[src/rtl/crmc_pkg.sv]
// ----------------------------------------------------------------------------
// Crosspoint relay matrix controller package
// Function and status codes shared by the controller and its checker.
// ----------------------------------------------------------------------------
package crmc_pkg;

    localparam int FIELD_W  = 4;
    localparam int FUNC_W   = 3;
    localparam int STATUS_W = 2;
    localparam int DRIVE_W  = 16;

    localparam logic [FUNC_W-1:0] FN_CLOSE        = 3'd0;
    localparam logic [FUNC_W-1:0] FN_OPEN         = 3'd1;
    localparam logic [FUNC_W-1:0] FN_QUERY_CLOSED = 3'd2;
    localparam logic [FUNC_W-1:0] FN_QUERY_OPEN   = 3'd3;
    localparam logic [FUNC_W-1:0] FN_OPEN_ALL     = 3'd4;

    localparam logic [STATUS_W-1:0] ST_OK       = 2'd0;
    localparam logic [STATUS_W-1:0] ST_LIST     = 2'd1;
    localparam logic [STATUS_W-1:0] ST_CONFLICT = 2'd2;

endpackage

[src/rtl/crmc_ram.sv]
// ----------------------------------------------------------------------------
// Generic single-port-write RAM
// One write port, one read port, registered read data.
// ----------------------------------------------------------------------------
module crmc_ram
#(
    parameter int WIDTH = 4,
    parameter int DEPTH = 16
)
(
    input  logic                     clk,
    input  logic                     we,
    input  logic [$clog2(DEPTH)-1:0] waddr,
    input  logic [WIDTH-1:0]         wdata,
    input  logic                     re,
    input  logic [$clog2(DEPTH)-1:0] raddr,
    output logic [WIDTH-1:0]         rdata
);

    logic [WIDTH-1:0] mem [DEPTH];

    always_ff @(posedge clk)
    begin
        if (we)
        begin
            mem[waddr] <= wdata;
        end
        if (re)
        begin
            rdata <= mem[raddr];
        end
    end

endmodule

[src/rtl/crosspoint_relay_matrix_controller.sv]
// ----------------------------------------------------------------------------
// Crosspoint relay matrix controller
// Expands channel-list entries into a list buffer and carries out close,
// open, query and open-all commands on a ROWS x COLS crosspoint map.
//
//   Channel   Direction  Handshake        Fields
//   entry     in         start / busy     func row_from col_from row_to
//                                         col_to ranged has_column last
//   result    out        done (strobe)    status state_bit relay_drive last_res
//
// Each entry adds its channels to the list buffer, one list write a cycle.
// After a last entry, open-all and errors finish in the dispatch state; open
// and close gather the list first, close then checking exclusivity one row or
// column a cycle; queries give one result a cycle once list read data arrives.
// Reset clears the map, the list count and the error flag; busy is low after.
// Results are shown for one cycle each and cannot be held off.
// ----------------------------------------------------------------------------
module crosspoint_relay_matrix_controller
    import crmc_pkg::*;
#(
    parameter int ROWS       = 4,
    parameter int COLS       = 4,
    parameter int LIST_DEPTH = 16
)
(
    input  logic                clk,
    input  logic                rst_n,
    input  logic                start,
    output logic                busy,
    input  logic [FUNC_W-1:0]   func,
    input  logic [FIELD_W-1:0]  row_from,
    input  logic [FIELD_W-1:0]  col_from,
    input  logic [FIELD_W-1:0]  row_to,
    input  logic [FIELD_W-1:0]  col_to,
    input  logic                ranged,
    input  logic                has_column,
    input  logic                last,
    output logic                done,
    output logic [STATUS_W-1:0] status,
    output logic                state_bit,
    output logic [DRIVE_W-1:0]  relay_drive,
    output logic                last_res
);

    localparam int MAP_W = ROWS * COLS;
    localparam int CH_W  = $clog2(MAP_W);
    localparam int RW    = $clog2(ROWS);
    localparam int CW    = $clog2(COLS);
    localparam int AW    = $clog2(LIST_DEPTH);
    localparam int CNT_W = $clog2(LIST_DEPTH + 1);
    localparam int LW    = (ROWS > COLS) ? ROWS : COLS;
    localparam int CK_W  = $clog2(ROWS + COLS);

    typedef enum logic [2:0] {
        S_IDLE,
        S_EXPAND,
        S_DISPATCH,
        S_GATHER,
        S_CHECK,
        S_QUERY
    } state_t;

    state_t              state_reg, state_next;
    logic [MAP_W-1:0]    map_reg, map_next;
    logic [MAP_W-1:0]    listed_reg, listed_next;
    logic [CNT_W-1:0]    count_reg, count_next;
    logic [CNT_W-1:0]    idx_reg, idx_next;
    logic                err_reg, err_next;
    logic                pend_reg, pend_next;
    logic                conflict_reg, conflict_next;
    logic [CK_W-1:0]     ck_reg, ck_next;
    logic [RW-1:0]       row_reg, row_next;
    logic [RW-1:0]       rend_reg, rend_next;
    logic                rup_reg, rup_next;
    logic [CW-1:0]       col_reg, col_next;
    logic [CW-1:0]       cstart_reg, cstart_next;
    logic [CW-1:0]       cend_reg, cend_next;
    logic                cup_reg, cup_next;
    logic [FUNC_W-1:0]   func_reg, func_next;
    logic                elast_reg, elast_next;
    logic                done_reg, done_next;
    logic [STATUS_W-1:0] status_reg, status_next;
    logic                bit_reg, bit_next;
    logic [DRIVE_W-1:0]  drive_reg, drive_next;
    logic                lres_reg, lres_next;

    logic [FIELD_W-1:0]  r0, r1, c0, c1;
    logic                idx_err;
    logic                ram_we, ram_re;
    logic [CH_W-1:0]     ram_wdata, ram_rdata;
    logic [MAP_W-1:0]    staged;
    logic [LW-1:0]       line_bits;
    logic                line_multi;

    function automatic logic [DRIVE_W-1:0] to_drive(input logic [MAP_W-1:0] m);
        logic [63:0] ext;
        ext = 64'(m);
        return ext[DRIVE_W-1:0];
    endfunction

    crmc_ram #(
        .WIDTH (CH_W),
        .DEPTH (LIST_DEPTH)
    ) u_list (
        .clk   (clk),
        .we    (ram_we),
        .waddr (count_reg[AW-1:0]),
        .wdata (ram_wdata),
        .re    (ram_re),
        .raddr (idx_reg[AW-1:0]),
        .rdata (ram_rdata)
    );

    always_comb
    begin
        r0 = row_from;
        r1 = ranged ? row_to : row_from;
        c0 = has_column ? col_from : '0;
        c1 = has_column ? (ranged ? col_to : col_from) : '0;
        idx_err = (r0 >= FIELD_W'(ROWS)) || (r1 >= FIELD_W'(ROWS)) ||
                  (c0 >= FIELD_W'(COLS)) || (c1 >= FIELD_W'(COLS));
    end

    assign ram_wdata = CH_W'(int'(row_reg) * COLS + int'(col_reg));
    assign staged    = map_reg | listed_reg;

    always_comb
    begin
        line_bits = '0;
        for (int i = 0; i < ROWS; i++)
        begin
            for (int j = 0; j < COLS; j++)
            begin
                if (ck_reg == CK_W'(i))
                begin
                    line_bits[j] = line_bits[j] | staged[i * COLS + j];
                end
                if (ck_reg == CK_W'(ROWS + j))
                begin
                    line_bits[i] = line_bits[i] | staged[i * COLS + j];
                end
            end
        end
        line_multi = |(line_bits & (line_bits - LW'(1)));
    end

    always_comb
    begin
        state_next    = state_reg;
        map_next      = map_reg;
        listed_next   = listed_reg;
        count_next    = count_reg;
        idx_next      = idx_reg;
        err_next      = err_reg;
        pend_next     = pend_reg;
        conflict_next = conflict_reg;
        ck_next       = ck_reg;
        row_next      = row_reg;
        rend_next     = rend_reg;
        rup_next      = rup_reg;
        col_next      = col_reg;
        cstart_next   = cstart_reg;
        cend_next     = cend_reg;
        cup_next      = cup_reg;
        func_next     = func_reg;
        elast_next    = elast_reg;
        done_next     = 1'b0;
        status_next   = status_reg;
        bit_next      = bit_reg;
        drive_next    = drive_reg;
        lres_next     = lres_reg;
        ram_we        = 1'b0;
        ram_re        = 1'b0;

        unique case (state_reg)
            S_IDLE:
            begin
                if (start)
                begin
                    func_next   = func;
                    elast_next  = last;
                    row_next    = RW'(r0);
                    rend_next   = RW'(r1);
                    rup_next    = r0 < r1;
                    col_next    = CW'(c0);
                    cstart_next = CW'(c0);
                    cend_next   = CW'(c1);
                    cup_next    = c0 < c1;
                    priority if (err_reg)
                    begin
                        state_next = last ? S_DISPATCH : S_IDLE;
                    end
                    else if (idx_err)
                    begin
                        err_next   = 1'b1;
                        state_next = last ? S_DISPATCH : S_IDLE;
                    end
                    else
                    begin
                        state_next = S_EXPAND;
                    end
                end
            end

            S_EXPAND:
            begin
                if (count_reg == CNT_W'(LIST_DEPTH))
                begin
                    err_next   = 1'b1;
                    state_next = elast_reg ? S_DISPATCH : S_IDLE;
                end
                else
                begin
                    ram_we     = 1'b1;
                    count_next = count_reg + CNT_W'(1);
                    if (col_reg == cend_reg)
                    begin
                        if (row_reg == rend_reg)
                        begin
                            state_next = elast_reg ? S_DISPATCH : S_IDLE;
                        end
                        else
                        begin
                            row_next = rup_reg ? row_reg + RW'(1) : row_reg - RW'(1);
                            col_next = cstart_reg;
                        end
                    end
                    else
                    begin
                        col_next = cup_reg ? col_reg + CW'(1) : col_reg - CW'(1);
                    end
                end
            end

            S_DISPATCH:
            begin
                idx_next    = '0;
                pend_next   = 1'b0;
                listed_next = '0;
                priority if (func_reg == FN_OPEN_ALL)
                begin
                    map_next    = '0;
                    done_next   = 1'b1;
                    status_next = ST_OK;
                    bit_next    = 1'b0;
                    drive_next  = '0;
                    lres_next   = 1'b1;
                    count_next  = '0;
                    err_next    = 1'b0;
                    state_next  = S_IDLE;
                end
                else if (func_reg > FN_OPEN_ALL || err_reg)
                begin
                    done_next   = 1'b1;
                    status_next = ST_LIST;
                    bit_next    = 1'b0;
                    drive_next  = to_drive(map_reg);
                    lres_next   = 1'b1;
                    count_next  = '0;
                    err_next    = 1'b0;
                    state_next  = S_IDLE;
                end
                else if (func_reg == FN_CLOSE || func_reg == FN_OPEN)
                begin
                    state_next = S_GATHER;
                end
                else if (count_reg == '0)
                begin
                    done_next   = 1'b1;
                    status_next = ST_OK;
                    bit_next    = 1'b0;
                    drive_next  = to_drive(map_reg);
                    lres_next   = 1'b1;
                    state_next  = S_IDLE;
                end
                else
                begin
                    state_next = S_QUERY;
                end
            end

            S_GATHER:
            begin
                if (pend_reg)
                begin
                    listed_next = listed_reg | (MAP_W'(1) << ram_rdata);
                end
                if (idx_reg < count_reg)
                begin
                    ram_re    = 1'b1;
                    idx_next  = idx_reg + CNT_W'(1);
                    pend_next = 1'b1;
                end
                else
                begin
                    pend_next = 1'b0;
                    if (!pend_reg)
                    begin
                        if (func_reg == FN_CLOSE)
                        begin
                            ck_next       = '0;
                            conflict_next = 1'b0;
                            state_next    = S_CHECK;
                        end
                        else
                        begin
                            map_next    = map_reg & ~listed_reg;
                            done_next   = 1'b1;
                            status_next = ST_OK;
                            bit_next    = 1'b0;
                            drive_next  = to_drive(map_reg & ~listed_reg);
                            lres_next   = 1'b1;
                            count_next  = '0;
                            state_next  = S_IDLE;
                        end
                    end
                end
            end

            S_CHECK:
            begin
                conflict_next = conflict_reg | line_multi;
                ck_next       = ck_reg + CK_W'(1);
                if (ck_reg == CK_W'(ROWS + COLS - 1))
                begin
                    done_next  = 1'b1;
                    bit_next   = 1'b0;
                    lres_next  = 1'b1;
                    count_next = '0;
                    state_next = S_IDLE;
                    if (conflict_reg || line_multi)
                    begin
                        status_next = ST_CONFLICT;
                        drive_next  = to_drive(map_reg);
                    end
                    else
                    begin
                        map_next    = staged;
                        status_next = ST_OK;
                        drive_next  = to_drive(staged);
                    end
                end
            end

            S_QUERY:
            begin
                if (pend_reg)
                begin
                    done_next   = 1'b1;
                    status_next = ST_OK;
                    bit_next    = map_reg[ram_rdata] ^ (func_reg == FN_QUERY_OPEN);
                    drive_next  = to_drive(map_reg);
                    lres_next   = idx_reg == count_reg;
                end
                if (idx_reg < count_reg)
                begin
                    ram_re    = 1'b1;
                    idx_next  = idx_reg + CNT_W'(1);
                    pend_next = 1'b1;
                end
                else
                begin
                    pend_next = 1'b0;
                    if (pend_reg)
                    begin
                        count_next = '0;
                        state_next = S_IDLE;
                    end
                end
            end

            default:
            begin
                state_next = S_IDLE;
            end
        endcase
    end

    always_ff @(posedge clk or negedge rst_n)
    begin
        if (!rst_n)
        begin
            state_reg <= S_IDLE;
            map_reg   <= '0;
            count_reg <= '0;
            err_reg   <= 1'b0;
            pend_reg  <= 1'b0;
            done_reg  <= 1'b0;
        end
        else
        begin
            state_reg <= state_next;
            map_reg   <= map_next;
            count_reg <= count_next;
            err_reg   <= err_next;
            pend_reg  <= pend_next;
            done_reg  <= done_next;
        end
    end

    always_ff @(posedge clk)
    begin
        listed_reg   <= listed_next;
        idx_reg      <= idx_next;
        conflict_reg <= conflict_next;
        ck_reg       <= ck_next;
        row_reg      <= row_next;
        rend_reg     <= rend_next;
        rup_reg      <= rup_next;
        col_reg      <= col_next;
        cstart_reg   <= cstart_next;
        cend_reg     <= cend_next;
        cup_reg      <= cup_next;
        func_reg     <= func_next;
        elast_reg    <= elast_next;
        status_reg   <= status_next;
        bit_reg      <= bit_next;
        drive_reg    <= drive_next;
        lres_reg     <= lres_next;
    end

    assign busy        = state_reg != S_IDLE;
    assign done        = done_reg;
    assign status      = status_reg;
    assign state_bit   = bit_reg;
    assign relay_drive = drive_reg;
    assign last_res    = lres_reg;

endmodule

[config.mk]
export PLATFORM = sky130hd
export DESIGN_NAME = crosspoint_relay_matrix_controller
export DESIGN_NICKNAME = d
export VERILOG_FILES = /design/src/rtl/crmc_pkg.sv /design/src/rtl/crmc_ram.sv /design/src/rtl/crosspoint_relay_matrix_controller.sv
export SDC_FILE = /design/constraint.sdc
export NUM_CORES = 1
export LEC_CHECK = 0
export BUFFER_PORTS_ARGS = -buffer_cell sky130_fd_sc_hd__buf_2
export CORE_UTILIZATION = 52
export DETAILED_ROUTE_END_ITERATION = 7
export PLACE_DENSITY_LB_ADDON = 0.2
export SKIP_LAST_GASP = 1
export SLEW_MARGIN = 20
export SYNTH_ARGS = -nofsm -noshare
export SYNTH_HDL_FRONTEND = slang
export SYNTH_SLANG_ARGS = --single-unit
[constraint.sdc]
create_clock -name clk -period 5.2 [get_ports clk]
set_clock_uncertainty 0.1 [all_clocks]
set_input_delay 0.52 -clock clk [delete_from_list [all_inputs] [get_ports clk]]
set_output_delay 0.52 -clock clk [all_outputs]
set_load 0.1 [all_outputs]
==> results of run 1 <==
-- layer usage --
layer	global-route usage	routed length, um
met5	0	0
met4	0.0798	252
met3	0.0627	1170
met1	0.331	7430
met2	0.378	8220
-- cell type report --
class	count	area share
clock buffers	21	0.0509
repair buffers	49	0.0292
inverters	31	0.0134
well taps	184	0.0266
clock inverters	11	0.0139
flip-flops and latches	156	0.526
multi-input cells	403	0.341
-- cell usage after synthesis (all sizes together) (2+ instances only) --
library cell  instances  share of area
a211o                 3         0.0034
a211oi                3         0.0029
a21o                  5         0.0049
a21oi                32          0.021
and2                 18          0.015
and3                  8         0.0065
buf                   8         0.0057
clkbuf               19         0.0093
dfrtp                27          0.088
edfxtp              129           0.50
ha                   22          0.036
inv                  31          0.015
mux2                  7          0.010
mux2i                 6         0.0078
mux4                 25          0.073
nand2                27          0.013
nand2b                8         0.0065
nand3                15         0.0097
nand3b                6         0.0058
nand4                 2         0.0016
nor2                 62          0.030
nor2b                10         0.0091
nor3                 11         0.0071
nor3b                 2         0.0019
o2111ai               2         0.0023
o211ai                2         0.0019
o21ai                69          0.050
o22a                  3         0.0034
o22ai                11         0.0089
o31ai                16          0.016
xnor2                 9          0.010
xor2                  3         0.0034
-- placed cells by master, fill, tap and decap left out, types with 17 or more instances in the layout --
master	count
sky130_fd_sc_hd__buf_2	46
sky130_fd_sc_hd__and2_1	18
sky130_fd_sc_hd__inv_1	31
sky130_fd_sc_hd__mux4_2	25
sky130_fd_sc_hd__nor2_1	61
sky130_fd_sc_hd__o21ai_0	58
sky130_fd_sc_hd__nand2_1	26
sky130_fd_sc_hd__edfxtp_1	129
sky130_fd_sc_hd__dfrtp_1	27
sky130_fd_sc_hd__a21oi_1	31
sky130_fd_sc_hd__ha_1	22
sky130_fd_sc_hd__clkbuf_16	17
-- stage by stage --
step           hold WS (ns)  setup WS [ns]  utilization
6_report             0.0433           1.66        0.598
5_1_grt              0.0755           1.41        0.598
4_1_cts              0.0564           1.67        0.597
3_5_place_dp          0.443           1.69        0.559
3_3_place_gp          0.428           1.87        0.558
2_1_floorplan         0.124           1.85            -
-- worst max-delay path, stage by stage, from the launching register on --
cell and delay [ns]:
sky130_fd_sc_hd__edfxtp_1 0.91, sky130_fd_sc_hd__ha_1 0.39, sky130_fd_sc_hd__nor2b_1 0.13, sky130_fd_sc_hd__o21ai_0 0.39, sky130_fd_sc_hd__a21oi_1 0.12, sky130_fd_sc_hd__o21ai_1 0.18
sky130_fd_sc_hd__buf_4 0.27, sky130_fd_sc_hd__a2111o_1 0.70, sky130_fd_sc_hd__o21ai_0 0.19
-- power breakdown --
part           total, uW  switching (uW)  internal (uW)  leakage [uW]
Clock               1190             486            704      0.000269
Sequential          1810             203           1610       0.00156
Combinational       1160             848            312       0.00141
Total               4160            1540           2630       0.00324
-- worst max path at each step --
stage,start,endpoint,slack (ns),cells after the start
global route,idx_reg[1]$_SDFFCE_PP0P_,map_reg[5]$_DFFE_PN0P_,1.41,8
CTS,idx_reg[1]$_SDFFCE_PP0P_,map_reg[4]$_DFFE_PN0P_,1.67,8
floorplan,idx_reg[0]$_SDFFCE_PP0P_,last_res$_SDFFCE_PN1P_,1.85,10
detailed placement,idx_reg[1]$_SDFFCE_PP0P_,map_reg[4]$_DFFE_PN0P_,1.69,8
global placement,idx_reg[1]$_SDFFCE_PP0P_,map_reg[2]$_DFFE_PN0P_,1.87,8
finish,idx_reg[1]$_SDFFCE_PP0P_,map_reg[4]$_DFFE_PN0P_,1.66,8
-- cell families (layout without fill, tap and decap cells) --
logic type / count (synthesis) / after routing
simple gates: 175 / 175
flops: 156 / 156
mux: 38 / 38
buf+inv: 58 / 112
xor+xnor: 12 / 12
fa+ha+maj: 22 / 22
compound gates: 156 / 156
==> flow_results.xml, run 1 <==
<?xml version="1.0" encoding="UTF-8"?>
<metrics>
  <group name="status">
    <metric name="status" unit="">finished, violations left</metric>
    <metric name="failed_checks" unit="">design-rule violations</metric>
  </group>
  <group name="routing">
    <metric name="wl_per_cell" unit="um">20.0</metric>
    <metric name="antenna_left" unit="">0</metric>
    <metric name="detail_route.iter0.violations" unit="">521</metric>
    <metric name="viasPerCell" unit="">6.23</metric>
    <metric name="routed_wl" unit="um">17100</metric>
    <metric name="vias" unit="">5324</metric>
    <metric name="post_route_drc" unit="">1</metric>
    <metric name="drt-pass1-iter-count" unit="">7</metric>
  </group>
  <group name="power_and_ir_drop">
    <metric name="cellPowerDensity" unit="nW/um2">481</metric>
    <metric name="worst_ir_drop_vdd" unit="uV">389</metric>
    <metric name="cellLeakagePower" unit="uW">0.00324</metric>
    <metric name="post-layout-total-power" unit="uW">4160</metric>
  </group>
  <group name="sta">
    <metric name="final_setup_violation_count" unit="">0</metric>
    <metric name="timing.slew.headroom" unit="">0.421</metric>
    <metric name="finalHoldViolations" unit="">0</metric>
    <metric name="layout_min_cycle_time" unit="ns">3.54</metric>
    <metric name="clock.fmax" unit="MHz">282</metric>
    <metric name="setup-tns-final" unit="ns">0</metric>
    <metric name="actual_slew_at_the_worst_max_slew_pin" unit="ns">0.868</metric>
    <metric name="slew_violations" unit="">0</metric>
    <metric name="unrepaired_setup_endpoints_after_global_routing" unit="">no</metric>
    <metric name="period_share" unit="">0.682</metric>
  </group>
  <group name="placement">
    <metric name="place.detailed.hpwl" unit="um">12000</metric>
    <metric name="port_buffers" unit="">46</metric>
    <metric name="numPlacedInstances" unit="">823</metric>
    <metric name="dpl_cell_area" unit="um2">8090</metric>
    <metric name="place.gp.congestion" unit="">0.943</metric>
  </group>
  <group name="global_route">
    <metric name="grt_use_total" unit="">0.242</metric>
    <metric name="grt_antenna_before_repair" unit="">0</metric>
    <metric name="grt_pass1_wl" unit="um">27000</metric>
    <metric name="grt_pass1_vias" unit="">5063</metric>
    <metric name="overflow" unit="">0</metric>
    <metric name="grt_start_max_net_pins" unit="">38</metric>
  </group>
  <group name="finish">
    <metric name="regMostFlops" unit="">u_list.mem</metric>
    <metric name="fin_nets" unit="">705</metric>
    <metric name="regArea" unit="um2">4550</metric>
    <metric name="fillers" unit="">1194</metric>
    <metric name="share_of_cells_above_drive_strength_1" unit="">0.189</metric>
    <metric name="post_layout_nonfiller_instances" unit="">855</metric>
    <metric name="final_standard_cell_area_without_fillers" unit="um2">8660</metric>
    <metric name="area_used_by_multi_input_combinational_logic" unit="um2">2950</metric>
    <metric name="antenna_cells_inserted" unit="">0</metric>
    <metric name="number_of_flip_flops_in_the_largest_register" unit="">64</metric>
    <metric name="area_growth" unit="%">12.3</metric>
  </group>
  <group name="die">
    <metric name="core_region_area" unit="um2">14500</metric>
    <metric name="initial_core_utilization" unit="">0.532</metric>
    <metric name="placement_rows" unit="">44</metric>
    <metric name="die_w" unit="um">124</metric>
    <metric name="io_pins" unit="">47</metric>
    <metric name="die_area" unit="um2">15300</metric>
    <metric name="die_y" unit="um">124</metric>
  </group>
  <group name="synth">
    <metric name="synth_async_reset_ratio" unit="">0.173</metric>
    <metric name="yosysWarningCount" unit="">0</metric>
    <metric name="post_synth_xor_area_fraction" unit="">0.0136</metric>
    <metric name="post_synth_inst_count" unit="">617</metric>
    <metric name="synth_area_per_cell" unit="um2">12.5</metric>
    <metric name="post_synth_fa_ha_maj_area_fraction" unit="">0.0357</metric>
    <metric name="synth.yosys.seq_area_share" unit="">0.590</metric>
    <metric name="synth-compound-area-share" unit="">0.125</metric>
    <metric name="synthesis.nets" unit="">664</metric>
    <metric name="synth_area" unit="um2">7710</metric>
    <metric name="synth_simple_gate_area_frac" unit="">0.114</metric>
    <metric name="synthFlopType" unit="">sky130_fd_sc_hd__edfxtp_1</metric>
    <metric name="synth.distinct_cells" unit="">54</metric>
    <metric name="combinational_family_with_the_most_area_after_synthesis" unit="">compound AO/OA/AOI/OAI gates</metric>
    <metric name="synth_edf_count" unit="">129</metric>
    <metric name="ys_ff_latch" unit="">156</metric>
    <metric name="muxShareOfSynthArea" unit="">0.0911</metric>
  </group>
  <group name="clock_tree">
    <metric name="clock_tree.root_cell" unit="">sky130_fd_sc_hd__clkbuf_16</metric>
    <metric name="cts.clk_slew.worst_paths" unit="ns">0.06</metric>
    <metric name="holdBufCountCts" unit="">0</metric>
    <metric name="clock_tree.buffer_depth" unit="">2</metric>
    <metric name="clock_tree_from_tritoncts" unit="">done</metric>
    <metric name="cts.sinks" unit="">156</metric>
    <metric name="clkLatencyLatePin" unit="ns">0.43</metric>
    <metric name="post-cts-setup-buffer-count" unit="">0</metric>
    <metric name="cts_htree_levels" unit="">4</metric>
    <metric name="postCtsResizedCells" unit="">0</metric>
    <metric name="cts_buffers" unit="">17</metric>
  </group>
  <group name="setup_path">
    <metric name="worstPathArrival" unit="ns">3.72</metric>
    <metric name="critical_path.reg2reg.endpoint" unit="">map_reg[4]$_DFFE_PN0P_</metric>
    <metric name="worst-r2r-cell-count" unit="">8</metric>
    <metric name="crit-reg2reg-launch" unit="">idx_reg[1]$_SDFFCE_PP0P_</metric>
    <metric name="critPathRequiredTime" unit="ns">5.37</metric>
    <metric name="worstSetupEndpointType" unit="">flip-flop</metric>
    <metric name="reg2reg_setup_slack" unit="ns">1.66</metric>
    <metric name="criticalPathCategory" unit="">reg2reg</metric>
    <metric name="worstSetupStartpointType" unit="">flip-flop</metric>
    <metric name="cp_max_fo" unit="">19</metric>
  </group>
  <group name="worst_hold_path">
    <metric name="timing.hold.worst.class" unit="">in2async</metric>
  </group>
  <group name="job">
    <metric name="max-cap-violations" unit="">0</metric>
  </group>
</metrics>
Note: power is estimated with default switching activity, not from simulation.
==> run 2, diff against run 1 <==
==> constraint.sdc (replaced) <==
create_clock -name clk -period 3.6 [get_ports clk]
set_clock_uncertainty 0.1 [all_clocks]
set_input_delay 0.36 -clock clk [delete_from_list [all_inputs] [get_ports clk]]
set_output_delay 0.36 -clock clk [all_outputs]
set_load 0.1 [all_outputs]
==> flow_results.xml, run 2 (same netlist as run 1, synthesis figures left out) <==
<?xml version="1.0" encoding="UTF-8"?>
<metrics>
  <group name="setup_path">
    <metric name="critPathRequiredTime" unit="ns">3.69</metric>
    <metric name="cell_type_of_the_slowest_stage_on_the_worst_timing_path" unit="">sky130_fd_sc_hd__a211o_1</metric>
    <metric name="worst-r2r-cell-count" unit="">8</metric>
    <metric name="worstSetupStartpointType" unit="">flip-flop</metric>
    <metric name="worstPathArrival" unit="ns">3.09</metric>
    <metric name="criticalPathCategory" unit="">reg2reg</metric>
    <metric name="critical_path.reg2reg.endpoint" unit="">relay_drive[3]$_DFFE_PP_</metric>
    <metric name="cp-endpoint" unit="">relay_drive[3]$_DFFE_PP_</metric>
    <metric name="worstSetupEndpointType" unit="">flip-flop</metric>
    <metric name="crit-reg2reg-launch" unit="">ck_reg[0]$_SDFFCE_PN0P_</metric>
    <metric name="path_delay_family" unit="">compound AO/OA/AOI/OAI gates</metric>
    <metric name="slowest_delay" unit="ns">0.54</metric>
    <metric name="setup.worst_path.start" unit="">ck_reg[0]$_SDFFCE_PN0P_</metric>
    <metric name="critical_path_cell_sequence" unit="">ha_1 -&gt; ha_1 -&gt; o21ai_0 -&gt; o2111ai_1 -&gt; nor3_1 -&gt; o211ai_1 -&gt; a211o_1 -&gt; o21ai_0</metric>
    <metric name="cp_max_fo" unit="">16</metric>
    <metric name="cp.depth" unit="">8</metric>
    <metric name="reg2reg_setup_slack" unit="ns">0.61</metric>
    <metric name="critical_path.n_buffers_inverters" unit="">0</metric>
  </group>
  <group name="placement">
    <metric name="port_buffers" unit="">46</metric>
    <metric name="numPlacedInstances" unit="">828</metric>
    <metric name="place.detailed.hpwl" unit="um">12600</metric>
    <metric name="place.gp.congestion" unit="">0.868</metric>
  </group>
  <group name="routing">
    <metric name="routed_wl" unit="um">17600</metric>
    <metric name="wl_met2" unit="um">8330</metric>
    <metric name="antenna_left" unit="">0</metric>
    <metric name="viasPerCell" unit="">6.14</metric>
    <metric name="post_route_drc" unit="">0</metric>
    <metric name="detail_route.iter0.violations" unit="">484</metric>
    <metric name="wl_per_cell" unit="um">20.5</metric>
    <metric name="highest_layer" unit="">met4</metric>
    <metric name="detailroute.wirelength.met3" unit="um">1340</metric>
    <metric name="vias" unit="">5288</metric>
    <metric name="drt-pass1-iter-count" unit="">7</metric>
    <metric name="routedLengthMet1" unit="um">7690</metric>
  </group>
  <group name="clock_tree">
    <metric name="clkLatencyLatePin" unit="ns">0.43</metric>
    <metric name="cts.clk_slew.worst_paths" unit="ns">0.06</metric>
    <metric name="cts_htree_levels" unit="">4</metric>
    <metric name="cts_buffers" unit="">17</metric>
    <metric name="clock_tree.root_cell" unit="">sky130_fd_sc_hd__clkbuf_16</metric>
    <metric name="clock_tree_from_tritoncts" unit="">done</metric>
    <metric name="cts.sinks" unit="">156</metric>
    <metric name="clock_tree.buffer_depth" unit="">2</metric>
    <metric name="postCtsResizedCells" unit="">0</metric>
  </group>
  <group name="sta">
    <metric name="finalHoldViolations" unit="">0</metric>
    <metric name="actual_slew_at_the_worst_max_slew_pin" unit="ns">0.782</metric>
    <metric name="final_setup_violation_count" unit="">0</metric>
    <metric name="setup-tns-final" unit="ns">0</metric>
    <metric name="timing.slew.headroom" unit="">0.478</metric>
    <metric name="unrepaired_setup_endpoints_after_global_routing" unit="">no</metric>
    <metric name="slew_violations" unit="">0</metric>
    <metric name="layout_min_cycle_time" unit="ns">2.99</metric>
    <metric name="worst_hold_slack" unit="ns">0.0217</metric>
    <metric name="clock.fmax" unit="MHz">334</metric>
    <metric name="period_share" unit="">0.832</metric>
  </group>
  <group name="status">
    <metric name="status" unit="">finished clean</metric>
  </group>
  <group name="die">
    <metric name="placement_rows" unit="">44</metric>
    <metric name="die_area" unit="um2">15300</metric>
    <metric name="initial_core_utilization" unit="">0.532</metric>
    <metric name="core_region_area" unit="um2">14500</metric>
    <metric name="die_w" unit="um">124</metric>
    <metric name="die_y" unit="um">124</metric>
    <metric name="io_pins" unit="">47</metric>
  </group>
  <group name="global_route">
    <metric name="overflow" unit="">0</metric>
    <metric name="grt_pass1_wl" unit="um">27600</metric>
    <metric name="grt_start_max_net_pins" unit="">33</metric>
    <metric name="grt_use_total" unit="">0.250</metric>
    <metric name="grt_antenna_before_repair" unit="">0</metric>
    <metric name="grt_pass1_vias" unit="">5103</metric>
  </group>
  <group name="power_and_ir_drop">
    <metric name="seq_power_share" unit="">0.429</metric>
    <metric name="share_clk_of_total_power" unit="">0.292</metric>
    <metric name="p_int" unit="uW">3870</metric>
    <metric name="cellLeakagePower" unit="uW">0.00329</metric>
    <metric name="worst_ir_drop_vdd" unit="uV">434</metric>
    <metric name="comb_power_share" unit="">0.278</metric>
    <metric name="switch_share" unit="">0.365</metric>
    <metric name="cellPowerDensity" unit="nW/um2">698</metric>
    <metric name="post-layout-total-power" unit="uW">6090</metric>
    <metric name="switchingPower" unit="uW">2230</metric>
  </group>
  <group name="finish">
    <metric name="fin_nets" unit="">713</metric>
    <metric name="layout_commonest_cell" unit="">sky130_fd_sc_hd__edfxtp_1</metric>
    <metric name="layout_common_cells" unit="">129 x sky130_fd_sc_hd__edfxtp_1, 62 x sky130_fd_sc_hd__nor2_1, 58 x sky130_fd_sc_hd__o21ai_0</metric>
    <metric name="share_of_cells_above_drive_strength_1" unit="">0.194</metric>
    <metric name="regMostFlops" unit="">u_list.mem</metric>
    <metric name="antenna_cells_inserted" unit="">0</metric>
    <metric name="post_layout_nonfiller_instances" unit="">861</metric>
    <metric name="area_growth" unit="%">13.2</metric>
    <metric name="number_of_flip_flops_in_the_largest_register" unit="">64</metric>
  </group>
  <group name="job">
    <metric name="max-cap-violations" unit="">0</metric>
  </group>
  <group name="worst_hold_path">
    <metric name="min_delay_path_depth" unit="">1</metric>
    <metric name="timing.hold.worst.class" unit="">in2reg</metric>
  </group>
</metrics>
-- run 2: layout make-up --
type / instances / area [um2]
Fill cell: 1162 / 5750
Sequential cell: 156 / 4550
Multi-Input combinational cell: 403 / 2930
Clock buffer: 18 / 429
Timing Repair Buffer: 57 / 320
Tap cell: 184 / 230
Clock inverter: 12 / 150
Inverter: 31 / 116
-- run 2: metrics by stage --
stage | worst slack, ns | utilization | instance area, um2
6_report | 0.606 | 0.603 | 8730
5_1_grt | 0.372 | 0.603 | 8730
4_1_cts | 0.642 | 0.603 | 8730
3_5_place_dp | 0.649 | 0.561 | 8120
3_3_place_gp | 0.723 | 0.561 | 8120
2_1_floorplan | 0.245 | - | 7710
-- run 2: how the worst min path moves through the flow --
stage	from	end	slack, ns
5_1_grt	func[2]	func_reg[2]$_DFFE_PP_	0.002
2_1_floorplan	rst_n	count_reg[0]$_DFFE_PN0P_	-0.04
4_1_cts	func[2]	func_reg[2]$_DFFE_PP_	0.006
6_report	func[2]	func_reg[2]$_DFFE_PP_	0.02
3_3_place_gp	rst_n	map_reg[5]$_DFFE_PN0P_	0.34
3_5_place_dp	rst_n	map_reg[5]$_DFFE_PN0P_	0.34
-- run 2: what timing repair did --
item / 4_1_cts / 5_1_grt
hold buffers: 3 / 0
buffers inserted: 0 / 0
endpoints found under the hold margin: 29 / 0
-- run 2: power by group through the flow --
| stage | logic [uW] | registers [uW] | clock network [uW] |
|---|---|---|---|
| 6_report | 1700 | 2620 | 1780 |
| 5_1_grt | 1830 | 2650 | 1870 |
| 4_1_cts | 1700 | 2620 | 1800 |
| 3_5_place_dp | 1690 | 2650 | 0 |
| 3_3_place_gp | 1670 | 2640 | 0 |
| 2_1_floorplan | 860 | 3020 | 0 |
-- run 2: per-layer routing --
| layer | up-vias | track usage |
|---|---|---|
| li1 | 2422 | - |
| met1 | 2611 | 0.348 |
| met2 | 234 | 0.386 |
| met3 | 21 | 0.0655 |
| met4 | 0 | 0.0761 |
| met5 | - | 0 |
==> run 3, diff against run 2 <==
==> constraint.sdc (replaced) <==
create_clock -name clk -period 2.4 [get_ports clk]
set_clock_uncertainty 0.1 [all_clocks]
set_input_delay 0.24 -clock clk [delete_from_list [all_inputs] [get_ports clk]]
set_output_delay 0.24 -clock clk [all_outputs]
set_load 0.1 [all_outputs]
==> flow_results.xml, run 3 (same netlist as run 1, synthesis figures left out) <==
<?xml version="1.0" encoding="UTF-8"?>
<metrics>
  <group name="routing">
    <metric name="detail_route.iter0.violations" unit="">576</metric>
    <metric name="routed_wl" unit="um">19600</metric>
    <metric name="antenna_left" unit="">0</metric>
    <metric name="drt-pass1-iter-count" unit="">5</metric>
    <metric name="wl_per_cell" unit="um">21.0</metric>
    <metric name="viasPerCell" unit="">6.04</metric>
    <metric name="vias" unit="">5625</metric>
    <metric name="post_route_drc" unit="">0</metric>
  </group>
  <group name="worst_hold_path">
    <metric name="timing.hold.worst.class" unit="">in2reg</metric>
    <metric name="hold_path_end" unit="">rend_reg[1]$_DFFE_PP_</metric>
    <metric name="min_delay_path_depth" unit="">3</metric>
    <metric name="hold_path_startpoint" unit="">row_to[1]</metric>
  </group>
  <group name="setup_path">
    <metric name="critPathRequiredTime" unit="ns">2.56</metric>
    <metric name="worst-r2r-cell-count" unit="">8</metric>
    <metric name="critical_path_cell_sequence" unit="">ha_2 -&gt; ha_2 -&gt; o22a_1 -&gt; nor4_4 -&gt; o211ai_1 -&gt; a211o_1 -&gt; buf_12 -&gt; o21ai_1</metric>
    <metric name="worstSetupEndpointType" unit="">flip-flop</metric>
    <metric name="crit_top_cell" unit="">sky130_fd_sc_hd__ha_2</metric>
    <metric name="cp_max_fo" unit="">16</metric>
    <metric name="crit-reg2reg-launch" unit="">ck_reg[0]$_SDFFCE_PN0P_</metric>
    <metric name="reg2reg_setup_slack" unit="ns">-0.14</metric>
    <metric name="path_delay_family" unit="">compound AO/OA/AOI/OAI gates</metric>
    <metric name="worstPathArrival" unit="ns">2.70</metric>
    <metric name="critical_path.n_buffers_inverters" unit="">1</metric>
    <metric name="slowest_delay" unit="ns">0.42</metric>
    <metric name="cell_type_of_the_slowest_stage_on_the_worst_timing_path" unit="">sky130_fd_sc_hd__edfxtp_1</metric>
    <metric name="critical_path.reg2reg.endpoint" unit="">relay_drive[11]$_DFFE_PP_</metric>
    <metric name="worstSetupStartpointType" unit="">flip-flop</metric>
    <metric name="criticalPathCategory" unit="">reg2reg</metric>
  </group>
  <group name="finish">
    <metric name="regMostFlops" unit="">u_list.mem</metric>
    <metric name="layout_commonest_cell" unit="">sky130_fd_sc_hd__edfxtp_1</metric>
    <metric name="share_of_cells_above_drive_strength_1" unit="">0.301</metric>
    <metric name="antenna_cells_inserted" unit="">0</metric>
    <metric name="final_standard_cell_area_without_fillers" unit="um2">9480</metric>
    <metric name="area_used_by_multi_input_combinational_logic" unit="um2">3120</metric>
    <metric name="fillers" unit="">1095</metric>
    <metric name="regArea" unit="um2">4550</metric>
    <metric name="area_growth" unit="%">23.0</metric>
    <metric name="fin_nets" unit="">782</metric>
    <metric name="layout_common_cells" unit="">129 x sky130_fd_sc_hd__edfxtp_1, 71 x sky130_fd_sc_hd__buf_4, 62 x sky130_fd_sc_hd__nor2_1</metric>
    <metric name="number_of_flip_flops_in_the_largest_register" unit="">64</metric>
  </group>
  <group name="global_route">
    <metric name="grt_start_max_net_pins" unit="">34</metric>
    <metric name="grt_most_used_layer" unit="">met2</metric>
    <metric name="overflow" unit="">0</metric>
    <metric name="global_route.usage.met2" unit="">0.449</metric>
    <metric name="groute.layer.met1.usage" unit="">0.362</metric>
    <metric name="grt_antenna_before_repair" unit="">0</metric>
    <metric name="grt_util_met3" unit="">0.0696</metric>
    <metric name="grt_pass1_wl" unit="um">30700</metric>
    <metric name="grt_pass1_vias" unit="">5599</metric>
    <metric name="grt_use_total" unit="">0.276</metric>
  </group>
  <group name="die">
    <metric name="placement_rows" unit="">44</metric>
    <metric name="initial_core_utilization" unit="">0.532</metric>
    <metric name="io_pins" unit="">47</metric>
    <metric name="die_w" unit="um">124</metric>
    <metric name="die_area" unit="um2">15300</metric>
    <metric name="core_region_area" unit="um2">14500</metric>
    <metric name="die_y" unit="um">124</metric>
  </group>
  <group name="clock_tree">
    <metric name="cts_buffers" unit="">17</metric>
    <metric name="clock_tree.root_cell" unit="">sky130_fd_sc_hd__clkbuf_16</metric>
    <metric name="clock_tree_from_tritoncts" unit="">done</metric>
    <metric name="cts_htree_levels" unit="">4</metric>
    <metric name="cts.clk_slew.worst_paths" unit="ns">0.06</metric>
    <metric name="cts.sinks" unit="">156</metric>
    <metric name="clock_tree.buffer_depth" unit="">2</metric>
    <metric name="clkLatencyLatePin" unit="ns">0.42</metric>
  </group>
  <group name="placement">
    <metric name="place.detailed.hpwl" unit="um">13400</metric>
    <metric name="port_buffers" unit="">46</metric>
    <metric name="dpl_cell_area" unit="um2">8610</metric>
    <metric name="place.gp.congestion" unit="">0.867</metric>
  </group>
  <group name="status">
    <metric name="status" unit="">finished, violations left</metric>
    <metric name="failed_checks" unit="">negative setup slack</metric>
  </group>
  <group name="sta">
    <metric name="actual_slew_at_the_worst_max_slew_pin" unit="ns">0.771</metric>
    <metric name="layout_min_cycle_time" unit="ns">2.54</metric>
    <metric name="unrepaired_setup_endpoints_after_global_routing" unit="">yes</metric>
    <metric name="final_setup_violation_count" unit="">32</metric>
    <metric name="timing.slew.headroom" unit="">0.486</metric>
    <metric name="slew_violations" unit="">0</metric>
    <metric name="timing.final.ws_setup" unit="ns">-0.140</metric>
    <metric name="period_share" unit="">1.06</metric>
    <metric name="worst_hold_slack" unit="ns">0.0386</metric>
    <metric name="finalHoldViolations" unit="">0</metric>
    <metric name="clock.fmax" unit="MHz">394</metric>
  </group>
  <group name="power_and_ir_drop">
    <metric name="cellLeakagePower" unit="uW">0.00367</metric>
    <metric name="cellPowerDensity" unit="nW/um2">1040</metric>
    <metric name="worst_ir_drop_vdd" unit="uV">719</metric>
  </group>
  <group name="job">
    <metric name="max-cap-violations" unit="">0</metric>
  </group>
</metrics>
-- run 3: cell types whose count changed in the layout (fill, tap and decap cells not counted), moves of 4 or more --
cell	before	now
sky130_fd_sc_hd__clkbuf_1	1	5
sky130_fd_sc_hd__o21ai_2	10	16
sky130_fd_sc_hd__buf_4	8	71
sky130_fd_sc_hd__clkbuf_8	0	5
sky130_fd_sc_hd__o21ai_1	1	16
sky130_fd_sc_hd__ha_2	0	4
sky130_fd_sc_hd__o21ai_0	58	37
sky130_fd_sc_hd__ha_1	22	16
sky130_fd_sc_hd__o22ai_1	10	6
-- run 3: routing by layer --
| metal | share of wire | vias up |
|---|---|---|
| met1 | 0.41 | 2760 |
| met3 | 0.069 | 40 |
| li1 | - | 2578 |
| met4 | 0.024 | 0 |
| met2 | 0.49 | 247 |
| met5 | 0 | - |
-- run 3: area by class of cell --
class	instances	share of cell area
multi-input cells	404	0.329
clock buffers	27	0.0541
well taps	184	0.0243
flip-flops and latches	156	0.480
clock inverters	5	0.00858
repair buffers	125	0.0921
inverters	31	0.0123
-- run 3: report_power, final --
group / switching (uW) / internal [uW]
sequential: 242 / 3480
combinational: 2310 / 1090
clock: 1040 / 1670
-- run 3: how the worst max path moves through the flow --
stage	startpoint	to	cells after the start
floorplan	idx_reg[0]$_SDFFCE_PP0P_	last_res$_SDFFCE_PN1P_	10
global placement	ck_reg[0]$_SDFFCE_PN0P_	relay_drive[3]$_DFFE_PP_	9
finish	ck_reg[0]$_SDFFCE_PN0P_	relay_drive[11]$_DFFE_PP_	8
global route	ck_reg[0]$_SDFFCE_PN0P_	map_reg[4]$_DFFE_PN0P_	8
CTS	ck_reg[1]$_SDFFCE_PN0P_	relay_drive[4]$_DFFE_PP_	9
detailed placement	ck_reg[0]$_SDFFCE_PN0P_	relay_drive[3]$_DFFE_PP_	9
-- run 3: what timing repair did --
action                                 4_1_cts  5_1_grt
endpoints found under the hold margin       31        0
setup endpoints to repair                   52       55
setup buffers                                4        3
gates cloned                                 1        0
hold buffers                                 5        0
pin swaps                                    6       10
resized for setup                           24       25
-- run 3: tightest hold or removal path: cells and delay by family --
kind | cells | cell delay, ns
mux | 1 | 0.08
buf+inv | 2 | 0.13
-- run 3: per-stage QoR --
step | setup slack, ns | power [uW] | utilization | std cells | setup TNS [ns]
final | -0.140 | 9840 | 0.655 | 932 | -3.39
after global routing | -0.226 | 10300 | 0.655 | 932 | -6.09
after CTS | -0.103 | 9730 | 0.646 | 929 | -2.01
after detailed placement | -0.194 | 6890 | 0.595 | 887 | -6.27
after global placement | -0.174 | 6830 | 0.595 | 887 | -3.81
after floorplan | -0.0108 | 5870 | - | 617 | -0.216
